$ cat src/hw/rtl/lmfe_pkg.sv
// ----------------------------------------------------------------------------
// lmfe_pkg
// Constants for the location message field encoder and its checker.
// ----------------------------------------------------------------------------
package lmfe_pkg;

    // direction
    localparam logic [16:0] DIR_ROUND       = 17'd8;
    localparam logic [11:0] DIR_RECIP       = 12'd2913;   // ceil(2^20 / 360)
    localparam logic [12:0] DIR_FULL        = 13'd360;
    localparam logic [8:0]  DIR_HALF        = 9'd180;
    localparam logic [7:0]  DIR_CODE_MAX    = 8'd179;

    // horizontal speed
    localparam logic [15:0] SPD_KNEE        = 16'd1020;
    localparam logic [14:0] SPD_RECIP       = 15'd21846;  // ceil(2^16 / 3)
    localparam logic [12:0] SPD_CODE_LIMIT  = 13'd255;
    localparam logic [7:0]  SPD_CODE_MAX    = 8'd255;

    // vertical speed
    localparam logic signed [16:0] VS_ROUND = 17'sd7;
    localparam logic signed [16:0] VS_HI    = 17'sd127;
    localparam logic signed [16:0] VS_LO    = -17'sd128;
    localparam logic [7:0]  VS_CODE_HI      = 8'h7F;
    localparam logic [7:0]  VS_CODE_LO      = 8'h80;

    // latitude / longitude
    localparam logic [23:0] LATLON_SCALE    = 24'd10000000;
    localparam logic [32:0] LATLON_LIMIT    = 33'd1800000000;
    localparam logic [30:0] LATLON_MAX      = 31'd1800000000;

    // altitude
    localparam logic signed [21:0] ALT_OFFSET = 22'sd16000;
    localparam logic [15:0] ALT_CODE_MAX    = 16'hFFFF;

    // time
    localparam logic [19:0] TIME_ROUND      = 20'd8;
    localparam logic [15:0] TIME_CODE_MAX   = 16'd36000;

endpackage

$ cat src/hw/rtl/location_message_field_encoder_core.sv
// ----------------------------------------------------------------------------
// location_message_field_encoder_core
// Throughput: 1 report/cycle while out_stall is low.
// Four register stages (decode, multiply, clamp, sign/output) with valid bits;
// each stage advances when it is empty or the next one moves.
// Reset (async, active low) clears the stage valid bits only.
// ----------------------------------------------------------------------------
module location_message_field_encoder_core
(
    input  logic               clk,
    input  logic               rst_n,

    input  logic               in_valid,
    output logic               in_stall,
    input  logic [15:0]        direction_deg,
    input  logic [15:0]        speed_horizontal,
    input  logic signed [15:0] speed_vertical,
    input  logic signed [31:0] latitude,
    input  logic signed [31:0] longitude,
    input  logic signed [20:0] altitude_baro,
    input  logic signed [20:0] altitude_geo,
    input  logic signed [20:0] height_above,
    input  logic [15:0]        timestamp,
    input  logic [7:0]         status_code,
    input  logic               height_reference,
    input  logic [39:0]        accuracy_codes,

    output logic               out_valid,
    input  logic               out_stall,
    output logic               fail,
    output logic [7:0]         direction_code,
    output logic [1:0]         flags,
    output logic [7:0]         speed_code,
    output logic signed [7:0]  vspeed_code,
    output logic signed [31:0] lat_code,
    output logic signed [31:0] lon_code,
    output logic [15:0]        alt_baro_code,
    output logic [15:0]        alt_geo_code,
    output logic [15:0]        height_code,
    output logic [15:0]        time_code,
    output logic [24:0]        passthrough_nibbles
);
    import lmfe_pkg::*;

    typedef struct packed {
        logic               fail;
        logic [12:0]        dir;
        logic               mult;
        logic [13:0]        spd_x;
        logic [7:0]         spd_lo;
        logic [7:0]         vs;
        logic               lat_neg;
        logic [31:0]        lat_mag;
        logic               lon_neg;
        logic [31:0]        lon_mag;
        logic signed [21:0] alt_b;
        logic signed [21:0] alt_g;
        logic signed [21:0] alt_h;
        logic [15:0]        tim;
        logic [24:0]        pass;
    } s1_t;

    typedef struct packed {
        logic               fail;
        logic [12:0]        dir;
        logic [3:0]         dir_q;
        logic               mult;
        logic [12:0]        spd_q;
        logic [7:0]         spd_lo;
        logic [7:0]         vs;
        logic               lat_neg;
        logic [32:0]        lat_q;
        logic               lon_neg;
        logic [32:0]        lon_q;
        logic signed [21:0] alt_b;
        logic signed [21:0] alt_g;
        logic signed [21:0] alt_h;
        logic [15:0]        tim;
        logic [24:0]        pass;
    } s2_t;

    typedef struct packed {
        logic               fail;
        logic [7:0]         dir_code;
        logic [1:0]         flags;
        logic [7:0]         spd_code;
        logic [7:0]         vs;
        logic               lat_neg;
        logic [30:0]        lat_mag;
        logic               lon_neg;
        logic [30:0]        lon_mag;
        logic [15:0]        alt_b;
        logic [15:0]        alt_g;
        logic [15:0]        alt_h;
        logic [15:0]        tim;
        logic [24:0]        pass;
    } s3_t;

    typedef struct packed {
        logic               fail;
        logic [7:0]         dir_code;
        logic [1:0]         flags;
        logic [7:0]         spd_code;
        logic [7:0]         vs;
        logic [31:0]        lat;
        logic [31:0]        lon;
        logic [15:0]        alt_b;
        logic [15:0]        alt_g;
        logic [15:0]        alt_h;
        logic [15:0]        tim;
        logic [24:0]        pass;
    } s4_t;

    logic v1_reg, v2_reg, v3_reg, v4_reg;
    logic rdy1, rdy2, rdy3, rdy4;
    s1_t  s1_reg, s1_next;
    s2_t  s2_reg, s2_next;
    s3_t  s3_reg, s3_next;
    s4_t  s4_reg, s4_next;

    // flow control
    assign rdy4     = !v4_reg || !out_stall;
    assign rdy3     = !v3_reg || rdy4;
    assign rdy2     = !v2_reg || rdy3;
    assign rdy1     = !v1_reg || rdy2;
    assign in_stall = !rdy1;

    always_ff @(posedge clk or negedge rst_n)
    begin
        if (!rst_n)
        begin
            v1_reg <= 1'b0;
            v2_reg <= 1'b0;
            v3_reg <= 1'b0;
            v4_reg <= 1'b0;
        end
        else
        begin
            if (rdy1)
                v1_reg <= in_valid;
            if (rdy2)
                v2_reg <= v1_reg;
            if (rdy3)
                v3_reg <= v2_reg;
            if (rdy4)
                v4_reg <= v3_reg;
        end
    end

    always_ff @(posedge clk)
    begin
        if (rdy1)
            s1_reg <= s1_next;
        if (rdy2)
            s2_reg <= s2_next;
        if (rdy3)
            s3_reg <= s3_next;
        if (rdy4)
            s4_reg <= s4_next;
    end

    // stage 1: decode, offsets, magnitudes
    logic [16:0]        dir_sum;
    logic [15:0]        spd_diff;
    logic signed [16:0] vs_adj;
    logic signed [16:0] vs_div;
    logic [19:0]        tim_sum;

    assign dir_sum  = {1'b0, direction_deg} + DIR_ROUND;
    assign spd_diff = speed_horizontal - SPD_KNEE;
    assign vs_adj   = {speed_vertical[15], speed_vertical}
                    + (speed_vertical[15] ? VS_ROUND : 17'sd0);
    assign vs_div   = vs_adj >>> 3;
    assign tim_sum  = {1'b0, timestamp, 3'b000} + {3'b000, timestamp, 1'b0} + TIME_ROUND;

    always_comb
    begin
        s1_next.fail = |status_code[7:4];
        for (int i = 0; i < 5; i++)
            s1_next.fail = s1_next.fail | (|accuracy_codes[8*i+4 +: 4]);
        s1_next.dir    = dir_sum[16:4];
        s1_next.mult   = speed_horizontal > SPD_KNEE;
        s1_next.spd_x  = spd_diff[15:2];
        s1_next.spd_lo = speed_horizontal[9:2];
        if (vs_div > VS_HI)
            s1_next.vs = VS_CODE_HI;
        else if (vs_div < VS_LO)
            s1_next.vs = VS_CODE_LO;
        else
            s1_next.vs = vs_div[7:0];
        s1_next.lat_neg = latitude[31];
        s1_next.lat_mag = latitude[31] ? (~latitude + 32'd1) : latitude;
        s1_next.lon_neg = longitude[31];
        s1_next.lon_mag = longitude[31] ? (~longitude + 32'd1) : longitude;
        s1_next.alt_b   = {altitude_baro[20], altitude_baro} + ALT_OFFSET;
        s1_next.alt_g   = {altitude_geo[20], altitude_geo} + ALT_OFFSET;
        s1_next.alt_h   = {height_above[20], height_above} + ALT_OFFSET;
        s1_next.tim     = tim_sum[19:4];
        s1_next.pass    = {accuracy_codes[35:32], accuracy_codes[27:24],
                           accuracy_codes[19:16], accuracy_codes[11:8],
                           accuracy_codes[3:0], height_reference, status_code[3:0]};
    end

    // stage 2: constant multiplies
    logic [24:0] dir_prod;
    logic [28:0] spd_prod;
    logic [55:0] lat_prod;
    logic [55:0] lon_prod;

    assign dir_prod = {12'd0, s1_reg.dir} * {13'd0, DIR_RECIP};
    assign spd_prod = {15'd0, s1_reg.spd_x} * {14'd0, SPD_RECIP};
    assign lat_prod = {24'd0, s1_reg.lat_mag} * {32'd0, LATLON_SCALE};
    assign lon_prod = {24'd0, s1_reg.lon_mag} * {32'd0, LATLON_SCALE};

    always_comb
    begin
        s2_next.fail    = s1_reg.fail;
        s2_next.dir     = s1_reg.dir;
        s2_next.dir_q   = dir_prod[23:20];
        s2_next.mult    = s1_reg.mult;
        s2_next.spd_q   = spd_prod[28:16];
        s2_next.spd_lo  = s1_reg.spd_lo;
        s2_next.vs      = s1_reg.vs;
        s2_next.lat_neg = s1_reg.lat_neg;
        s2_next.lat_q   = lat_prod[55:23];
        s2_next.lon_neg = s1_reg.lon_neg;
        s2_next.lon_q   = lon_prod[55:23];
        s2_next.alt_b   = s1_reg.alt_b;
        s2_next.alt_g   = s1_reg.alt_g;
        s2_next.alt_h   = s1_reg.alt_h;
        s2_next.tim     = s1_reg.tim;
        s2_next.pass    = s1_reg.pass;
    end

    // stage 3: remainders, folding, clamps
    logic [12:0] dir_q360;
    logic [12:0] dir_rem;
    logic [8:0]  dir_r;
    logic        west;

    assign dir_q360 = {9'd0, s2_reg.dir_q} * DIR_FULL;
    assign dir_rem  = s2_reg.dir - dir_q360;
    assign dir_r    = dir_rem[8:0];
    assign west     = dir_r >= DIR_HALF;

    function automatic logic [15:0] alt_clamp(input logic signed [21:0] sum);
        logic [15:0] res;
        if (sum[21])
            res = 16'd0;
        else if (|sum[20:19])
            res = ALT_CODE_MAX;
        else
            res = sum[18:3];
        return res;
    endfunction

    always_comb
    begin
        logic [8:0] folded;
        folded           = west ? (dir_r - DIR_HALF) : dir_r;
        s3_next.fail     = s2_reg.fail;
        s3_next.dir_code = folded[7:0];
        s3_next.flags    = {s2_reg.mult, west};
        if (!s2_reg.mult)
            s3_next.spd_code = s2_reg.spd_lo;
        else if (s2_reg.spd_q > SPD_CODE_LIMIT)
            s3_next.spd_code = SPD_CODE_MAX;
        else
            s3_next.spd_code = s2_reg.spd_q[7:0];
        s3_next.vs      = s2_reg.vs;
        s3_next.lat_neg = s2_reg.lat_neg;
        s3_next.lat_mag = (s2_reg.lat_q > LATLON_LIMIT) ? LATLON_MAX : s2_reg.lat_q[30:0];
        s3_next.lon_neg = s2_reg.lon_neg;
        s3_next.lon_mag = (s2_reg.lon_q > LATLON_LIMIT) ? LATLON_MAX : s2_reg.lon_q[30:0];
        s3_next.alt_b   = alt_clamp(s2_reg.alt_b);
        s3_next.alt_g   = alt_clamp(s2_reg.alt_g);
        s3_next.alt_h   = alt_clamp(s2_reg.alt_h);
        s3_next.tim     = (s2_reg.tim > TIME_CODE_MAX) ? TIME_CODE_MAX : s2_reg.tim;
        s3_next.pass    = s2_reg.pass;
    end

    // stage 4: restore sign, blank on fail
    always_comb
    begin
        logic [31:0] lat_pos;
        logic [31:0] lon_pos;
        lat_pos = {1'b0, s3_reg.lat_mag};
        lon_pos = {1'b0, s3_reg.lon_mag};
        s4_next.fail     = s3_reg.fail;
        s4_next.dir_code = s3_reg.dir_code;
        s4_next.flags    = s3_reg.flags;
        s4_next.spd_code = s3_reg.spd_code;
        s4_next.vs       = s3_reg.vs;
        s4_next.lat      = s3_reg.lat_neg ? (32'd0 - lat_pos) : lat_pos;
        s4_next.lon      = s3_reg.lon_neg ? (32'd0 - lon_pos) : lon_pos;
        s4_next.alt_b    = s3_reg.alt_b;
        s4_next.alt_g    = s3_reg.alt_g;
        s4_next.alt_h    = s3_reg.alt_h;
        s4_next.tim      = s3_reg.tim;
        s4_next.pass     = s3_reg.pass;
        if (s3_reg.fail)
        begin
            s4_next      = '0;
            s4_next.fail = 1'b1;
        end
    end

    assign out_valid           = v4_reg;
    assign fail                = s4_reg.fail;
    assign direction_code      = s4_reg.dir_code;
    assign flags               = s4_reg.flags;
    assign speed_code          = s4_reg.spd_code;
    assign vspeed_code         = s4_reg.vs;
    assign lat_code            = s4_reg.lat;
    assign lon_code            = s4_reg.lon;
    assign alt_baro_code       = s4_reg.alt_b;
    assign alt_geo_code        = s4_reg.alt_g;
    assign height_code         = s4_reg.alt_h;
    assign time_code           = s4_reg.tim;
    assign passthrough_nibbles = s4_reg.pass;

endmodule

$ cat config.mk
export PLATFORM = sky130hd
export DESIGN_NAME = location_message_field_encoder_core
export DESIGN_NICKNAME = d
export VERILOG_FILES = /design/src/hw/rtl/lmfe_pkg.sv /design/src/hw/rtl/location_message_field_encoder_core.sv
export SDC_FILE = /design/constraint.sdc
export NUM_CORES = 2
export LEC_CHECK = 0
export BUFFER_PORTS_ARGS = -buffer_cell sky130_fd_sc_hd__clkbuf_2
export CAP_MARGIN = 5
export CORE_AREA = 2 2 353 285
export DETAILED_ROUTE_END_ITERATION = 7
export DIE_AREA = 0 0 355 287
export PLACE_DENSITY = 0.72
export SLEW_MARGIN = 20
export SYNTH_ARGS = -nofsm -noshare
export SYNTH_HDL_FRONTEND = slang
export SYNTH_SLANG_ARGS = --single-unit
$ cat constraint.sdc
create_clock -name clk -period 22.6 [get_ports clk]
set_clock_uncertainty 0.2 [all_clocks]
set_input_delay 2.26 -clock clk [delete_from_list [all_inputs] [get_ports clk]]
set_output_delay 2.26 -clock clk [all_outputs]
set_load 0.02 [all_outputs]
==> results_dict.tcl <==
set metrics [dict create \
    outcome "finished clean" \
    grt_usage 0.2151 \
    fp.dieArea_mm2 0.1019 \
    die_w_um 355 \
    synthesis.nets 5753 \
    die_h_um 287 \
    ys_types 66 \
    cts_hold_buf 0 \
    worstPathRequired_ns 22.78 \
    post_drt_wl_per_cell_um 17.25 \
    first_global_vias 32870 \
    synthArstFlopShare 0.005109 \
    vias 31880 \
    cts_buffers 78 \
    synthCells 4386 \
    crit_fanout 6 \
    cts_tree "yes" \
    firstDrtPassIters 6 \
    hold_viol 0 \
    largest_reg_flops 210 \
    fin_crit_sh 0.3095 \
    worstSetupStartpointType "flip-flop" \
    area_growth_pct 11.38 \
    post-route-drc-count 0 \
    critical_path_class "flip-flop to flip-flop" \
    tns_ns 0 \
    rsz0062_at_grt "no" \
    path_clk_slew_ns 0.06 \
    post_cts_buffers 0 \
    end_kind "flip-flop" \
    clkLatencyLatePin_ns 0.64 \
    gp_congestion 0.9197 \
    grt_pass1_wl_mm 172.6 \
    nets 6196 \
    first_iter_violations 1623 \
    place_ws_ns 15.54 \
    crit_arrival_ns 7.17 \
    synth_edf_count 779 \
    whs_ns 0.1968 \
    maxSlewHeadroom 0.2817 \
    antenna_found_initial 5 \
    drv_slew 0 \
    start_util 0.5482 \
    max_freq_mhz 143.0 \
    yosys_warnings 0 \
    cts_root_buf "clkbuf_16" \
    drive_gt1_frac 0.1170 \
    ys_seq_area_frac 0.4364 \
    fill_cells 7841 \
    htree_levels 3 \
    coreArea_mm2 0.09820 \
    worst_pin_slew_ns 1.077 \
    cts_resized 0 \
    setup_slack_ns 15.60 \
    grt_remaining_overflow 0 \
    wl_mm 107.1 \
    grt_max_degree 178 \
    ant_nets 0 \
    min_path_type "flip-flop to flip-flop" \
    synth_flop_cell "edfxtp_1" \
    vias_per_cell 5.137 \
    setup_violations 0 \
    pin_count 426 \
    portBuffers 413 \
    num_rows 103 \
    clock-sinks 783 \
    drv_cap 0 \
    dp_hpwl_mm 86.29 \
    period_needed_ns 6.995 \
    avgSynthCellArea_um2 12.27 \
    synth_seq_cells 783 \
    syn_area_mm2 0.05383 \
    cts.path.max_buffers 3 \
]
layout make-up:
class | count | area [um^2] | share of cell area
repair buffers | 425 | 2170 | 0.03619
clock inverters | 41 | 470.5 | 0.007847
inverters | 883 | 3322 | 0.05541
clock buffers | 100 | 2034 | 0.03393
diodes | 3 | 7.507 | 0.0001252
well taps | 1312 | 1642 | 0.02738
flip-flops and latches | 783 | 23490 | 0.3918
multi-input cells | 2658 | 26820 | 0.4473
through the flow:
step	area [um^2]	utilization	std cells
floorplan	53830	-	4386
global placement	57440	0.5850	6061
detailed placement	57440	0.5850	6061
CTS	59950	0.6105	6202
global route	59950	0.6105	6203
finish	59960	0.6105	6205
cell usage in the layout (no fill, tap or decap), drive strengths merged, types with 8 or more instances in the layout:
master	netlist	layout
inv	883	886
a21boi	8	8
clkinv	0	28
buf	4	12
or4	25	25
or3	20	20
a21oi	95	95
o21a	20	20
o211ai	8	8
o21ai	97	97
nor2b	151	151
nand2	124	124
xor2	133	133
nor3	39	39
or2	14	14
and3	23	23
a21o	43	43
o22a	8	8
o31ai	38	38
o41ai	19	19
nand2b	43	43
a211oi	14	14
edfxtp	779	779
fa	420	420
o21bai	17	17
clkbuf	58	513
ha	703	703
xnor2	152	152
nor2	241	241
nand4	23	23
and2	34	34
a31oi	11	11
nor4	30	30
nand3	41	41
cell usage after synthesis, drive strengths merged (11+ instances only):
cell type | instances | area share
xor2 | 133 | 0.022
nor2b | 151 | 0.018
o41ai | 19 | 0.0034
o21ai | 97 | 0.0090
nor3 | 39 | 0.0036
nand2 | 124 | 0.0087
and2 | 34 | 0.0040
nand2b | 43 | 0.0054
nor2 | 241 | 0.017
a21o | 43 | 0.0060
fa | 420 | 0.16
o21a | 20 | 0.0028
nand3 | 41 | 0.0038
nand4 | 23 | 0.0027
xnor2 | 152 | 0.025
a211oi | 14 | 0.0020
a21oi | 95 | 0.0088
and3 | 23 | 0.0027
o21bai | 17 | 0.0024
or3 | 20 | 0.0023
or2 | 14 | 0.0016
o31ai | 38 | 0.0054
a31oi | 11 | 0.0013
clkbuf | 58 | 0.0040
or4 | 25 | 0.0038
edfxtp | 779 | 0.43
inv | 883 | 0.062
nor4 | 30 | 0.0038
ha | 703 | 0.16
cell families after synthesis:
family | after synthesis | share of synthesized area
adders and majority gates | 1123 | 0.3196
buffers and inverters | 945 | 0.06589
and+or+nand+nor | 827 | 0.07984
DFF | 783 | 0.4364
AOI/OAI and AO/OA | 419 | 0.05111
xor gates and xnor gates | 285 | 0.04637
muxes | 4 | 0.0007670
path summary, 6_finish.rpt:
| path | start | end | slack [ns] | depth (start not counted) |
|---|---|---|---|---|
| max in group asynchronous | rst_n | v3_reg | 20.86 | 1 |
| min in group asynchronous | rst_n | v1_reg | 1.22 | 1 |
| worst min-delay path | s1_reg[36] | s2_reg[36] | 0.20 | 0 |
| worst max register to register | s1_reg[153] | s2_reg[171] | 15.60 | 19 |
| worst max-delay path | s1_reg[153] | s2_reg[171] | 15.60 | 19 |
| worst min register to register | s1_reg[36] | s2_reg[36] | 0.20 | 0 |
per-layer routing:
metal  wire length, um  vias to the layer above  track usage
li1                  -                    15660            -
met1             49570                    15350       0.3035
met2             48510                      724       0.3446
met3              6701                      141      0.04381
met4              2220                        6      0.05032
met5                43                        -            0
critical path, cell delays in order, from the launching register on:
cell,delay [ns]
edfxtp_1,0.56
ha_1,0.39
ha_1,0.28
inv_1,0.05
fa_1,0.49
inv_1,0.05
fa_1,0.48
fa_1,0.55
inv_1,0.07
fa_1,0.54
inv_1,0.05
ha_1,0.32
nand2_1,0.09
or4_1,0.55
o311ai_0,0.82
nand3_1,0.29
o21ai_0,0.52
a211o_1,0.23
a21oi_1,0.08
xnor2_1,0.14
Power is not shown: default switching activity piles up to over one toggle a cycle in this logic, so the estimate is an artifact.
